<file path="src/sv/bounded_double_ended_queue_core_assert.svh">
// Assertion macros shared by the deque core modules.
`ifndef BOUNDED_DOUBLE_ENDED_QUEUE_CORE_ASSERT_SVH
`define BOUNDED_DOUBLE_ENDED_QUEUE_CORE_ASSERT_SVH

// Property checked on every rising edge outside of reset.
`define BDEQ_ASSERT(label, clk, rst_n, prop, msg) \
	label: assert property (@(posedge clk) disable iff (!rst_n) prop) else $error(msg);

// Condition that must never hold outside of reset.
`define BDEQ_ASSERT_NEVER(label, clk, rst_n, cond, msg) \
	label: assert property (@(posedge clk) disable iff (!rst_n) !(cond)) else $error(msg);

`endif

</file>
<file path="src/sv/bdeq_pkg.sv">
// Shared constants and types of the bounded deque core.
`default_nettype none

package bdeq_pkg;

	localparam int unsigned DEPTH_DEF   = 128;
	localparam int unsigned DATA_W      = 32;
	localparam int unsigned ACTION_W    = 3;
	localparam int unsigned STATUS_W    = 2;
	localparam int unsigned COUNT_W     = 8;
	localparam int unsigned OUT_TDATA_W = 112;

	localparam logic [ACTION_W-1:0] ACT_PUSH_FRONT = 3'd0;
	localparam logic [ACTION_W-1:0] ACT_PUSH_BACK  = 3'd1;
	localparam logic [ACTION_W-1:0] ACT_POP_FRONT  = 3'd2;
	localparam logic [ACTION_W-1:0] ACT_POP_BACK   = 3'd3;

	typedef enum logic [STATUS_W-1:0] {
		ST_OK        = 2'd0,
		ST_OVERFLOW  = 2'd1,
		ST_UNDERFLOW = 2'd2
	} status_t;

	// Controller to datapath.
	typedef struct packed {
		logic exec;   // apply the accepted request
		logic load;   // capture read data into the front or back cache
	} ctrl_cmd_t;

	// Datapath to controller.
	typedef struct packed {
		logic need_read;
	} dp_stat_t;

endpackage

`default_nettype wire

</file>
<file path="src/sv/bdeq_ctrl.sv">
// Request sequencing state machine of the deque core.
`default_nettype none
`include "bounded_double_ended_queue_core_assert.svh"

module bdeq_ctrl
	import bdeq_pkg::*;
(
	input  logic      clk,
	input  logic      arst_n,
	input  logic      s_tvalid,
	output logic      s_tready,
	output logic      m_tvalid,
	input  logic      m_tready,
	output ctrl_cmd_t cmd,
	input  dp_stat_t  stat
);

	typedef enum logic [2:0] {
		S_IDLE = 3'b001,
		S_READ = 3'b010,
		S_RESP = 3'b100
	} state_t;

	state_t state_q;
	state_t state_d;

	always_comb begin
		state_d  = state_q;
		s_tready = 1'b0;
		m_tvalid = 1'b0;
		cmd      = '0;
		case (state_q)
			S_IDLE: begin
				s_tready = 1'b1;
				if (s_tvalid) begin
					cmd.exec = 1'b1;
					// a pop that leaves entries refills its cache from the store
					state_d  = stat.need_read ? S_READ : S_RESP;
				end
			end
			S_READ: begin
				cmd.load = 1'b1;
				state_d  = S_RESP;
			end
			S_RESP: begin
				m_tvalid = 1'b1;
				if (m_tready) begin
					state_d = S_IDLE;
				end
			end
			default: begin
				state_d = S_IDLE;
			end
		endcase
	end

	always_ff @(posedge clk or negedge arst_n) begin
		if (!arst_n) begin
			state_q <= S_IDLE;
		end else begin
			state_q <= state_d;
		end
	end

	`BDEQ_ASSERT(a_state_onehot, clk, arst_n, $onehot(state_q), "controller state not one-hot")
	`BDEQ_ASSERT_NEVER(a_no_overlap, clk, arst_n, s_tready && m_tvalid,
		"new request taken while a result is pending")

endmodule

`default_nettype wire

</file>
<file path="config.mk">
export PLATFORM = sky130hd
export DESIGN_NAME = bdeq_ctrl
export DESIGN_NICKNAME = d
export VERILOG_FILES = /design/src/sv/bdeq_pkg.sv /design/src/sv/bdeq_ctrl.sv
export VERILOG_INCLUDE_DIRS = /design/src /design/src/sv
export SDC_FILE = /design/constraint.sdc
export NUM_CORES = 1
export LEC_CHECK = 0
export BUFFER_PORTS_ARGS = -buffer_cell sky130_fd_sc_hd__buf_2
export CAP_MARGIN = 20
export CORE_AREA = 5 5 42 44
export CTS_BUF_LIST = sky130_fd_sc_hd__clkbuf_8
export DETAILED_ROUTE_END_ITERATION = 12
export DIE_AREA = 0 0 47 49
export GPL_TIMING_DRIVEN = 0
export PLACE_DENSITY = 0.41
export REMOVE_ABC_BUFFERS = 1
export SYNTH_ARGS = -nofsm -noshare
export SYNTH_HDL_FRONTEND = slang
export SYNTH_SLANG_ARGS = --single-unit
</file>
<file path="constraint.sdc">
create_clock -name clk -period 1.8 [get_ports clk]
set_input_delay 0.18 -clock clk [delete_from_list [all_inputs] [get_ports clk]]
set_output_delay 0.18 -clock clk [all_outputs]
set_load 0.05 [all_outputs]
</file>
==> impl_metrics.csv <==
group,metric,value,unit
run_status,status,"finished clean",
global_route,antenna_found_initial,0,
yosys,synth_area,158,µm²
timing,max_freq,0.674,GHz
finish,fin_nets,32,
timing,worstMarginPinSlew,395,ps
timing,fin_setup_tns,0,ps
finish,nFillCells,163,
detailed_routing,via_per_inst,3.81,
min_path,worstHoldPathCells,2,
finish,syn2layout_area_growth,73.0,%
global_route,grt_pass1_wl,731,µm
timing,finalSetupViolCount,0,
finish,top_regs,"state_q x3",
place,hpwl,320,µm
clock_network,postCtsSetupBuffers,0,
clock_network,cts_buffers,3,
setup_path,arrival,1300,ps
global_route,grt_pass1_vias,173,
yosys,yosys_warnings,0,
place,dp_slack,540,ps
clock_network,clkLatencyLatePin,210,ps
setup_path,worstPathRequired,1620,ps
detailed_routing,num_vias,160,
setup_path,r2r_cells,2,
setup_path,cp-start-kind,"flip-flop",
global_route,grt-ovfl-total,0,
pwr,power_per_cell_area,1990,nW/µm²
finish,diodes,0,
timing,min_period,1480,ps
clock_network,tritoncts,"yes",
timing,hold_viol,0,
job,maxCapViolCount,0,
finish,largest_register_ffs,3,
yosys,syn_avg_cell_area,12.1,µm²
timing,fin_crit_sh,0.825,
pwr,worst_ir_drop_vdd,0.000538,V
pwr,power_leakage,0.133,nW
global_route,grt_max_degree,7,
yosys,ys.flop_type,"dfrtp_1",
clock_network,htree_levels,1,
finish,regArea,76.3,µm²
floorplan,fp.dieW,47,µm
clock_network,cts.clk_slew.worst_paths,30,ps
finish,multiInputGateArea,77.6,µm²
floorplan,floorplan.initialDensity,0.112,
clock_network,clk_path_buf_depth,2,
timing,fin_worst_skew,3.55,ps
yosys,ys_seq_area_frac,0.484,
setup_path,end_kind,"output pin",
yosys,ys_ff_latch,3,
min_path,hp-class,"input port to flip-flop",
detailed_routing,drt_iter0_markers,1,
place,gp_congestion,0.812,
yosys,netlist_instances,13,
floorplan,core,1400,µm²
setup_path,criticalPathCategory,"flip-flop to output pin",
timing,setup_ws,315,ps
clock_network,hold_buffers,1,
yosys,yosys-top-cells-area,"dfrtp_1, dfstp_2, and4bb_2, nor3b_2, nor3_1",
detailed_routing,drc_errors,0,
yosys,synth_cell_types,11,
yosys,synth_top_cell_by_area,"dfrtp_1",
detailed_routing,drtAntennaViolNets,0,
finish,drive_gt1_frac,0.577,
global_route,globalRouteTotalUtil,0.0501,
yosys,yosysTopAreaCellShare,0.317,
clock_network,root_buffer,"clkbuf_8",
setup_path,crit_path_max_fanout,6,
pwr,finalPower,0.000544,W
yosys,synth_commonest_cells,"dfrtp_1, nor3_1",
yosys,async_reset_ff_frac,1.00,
floorplan,io_pins,9,
floorplan,chipHeight,49,µm
finish,largest_register,"state_q",
timing,grt_setup_unrepaired,"no",
floorplan,rows,14,
floorplan,die_area,2300,µm²
timing,relSlewSlack,0.733,
clock_network,cts_resized,0,
detailed_routing,wl_per_cell,9.95,µm
detailed_routing,first_pass_iters,2,
place,io_buffer_count,8,
clock_network,cts_sinks,3,
timing,slew_viol_final,0,
detailed_routing,wl,418,µm
yosys,synth-edff-count,0,
cells by family (layout without fill, tap and decap cells):
| kind of cell | after synthesis | count (layout) | share of synthesized area |
|---|---|---|---|
| buffers and inverters | 1 | 14 | 0.0238 |
| AOI/OAI and AO/OA | 1 | 1 | 0.0556 |
| and+or+nand+nor | 8 | 8 | 0.437 |
| DFF | 3 | 3 | 0.484 |
per-layer routing:
layer | global-route usage | routed length, µm
met1 | 0.0531 | 190
met2 | 0.0498 | 132
met4 | 0.0553 | 11
met3 | 0.0480 | 83
met5 | 0 | 0
final timing paths:
path,start,to,slack [ps]
setup / recovery,state_q[0],cmd[1],320
hold reg to reg,state_q[2],state_q[2],670
setup reg to reg,state_q[1],state_q[2],740
max in group asynchronous,arst_n,state_q[0],1320
hold / removal,stat,state_q[1],220
min in group asynchronous,arst_n,state_q[1],280
worst max-delay path, cell delays in order, from the launching register on:
cell and delay, ps:
dfstp_2 560, and4bb_2 260, buf_2 270
layout by cell type (no fill, tap or decap), drive strengths merged, types with 2 or more instances in the layout:
master  synthesis  layout
buf             0       8
clkbuf          0       3
dfrtp           2       2
inv             1       2
nor3            2       2
nor3b           2       2
per-stage QoR:
step	std cells	hold WS, ps	area [µm²]	util
after floorplan	13	-116	158	-
after global placement	37	-24.5	218	0.155
after detailed placement	37	-21.8	218	0.155
after CTS	42	216	273	0.195
after global routing	42	222	273	0.195
final	42	219	273	0.195
area by class of cell:
cell class,count,area share
clock buffer,3,0.151
clock inverter,1,0.0138
inverter,1,0.0138
multi-input combinational,9,0.284
sequential,3,0.280
tap,16,0.0734
timing repair buffer,9,0.183
where the power goes:
| group | internal (W) | switching [W] | total (W) |
|---|---|---|---|
| Clock | 0.000145 | 0.0000412 | 0.000186 |
| Sequential | 0.000101 | 0.0000334 | 0.000135 |
| Combinational | 0.0000690 | 0.000154 | 0.000223 |
| Total | 0.000315 | 0.000228 | 0.000544 |
Note: power is estimated with default switching activity, not from simulation.
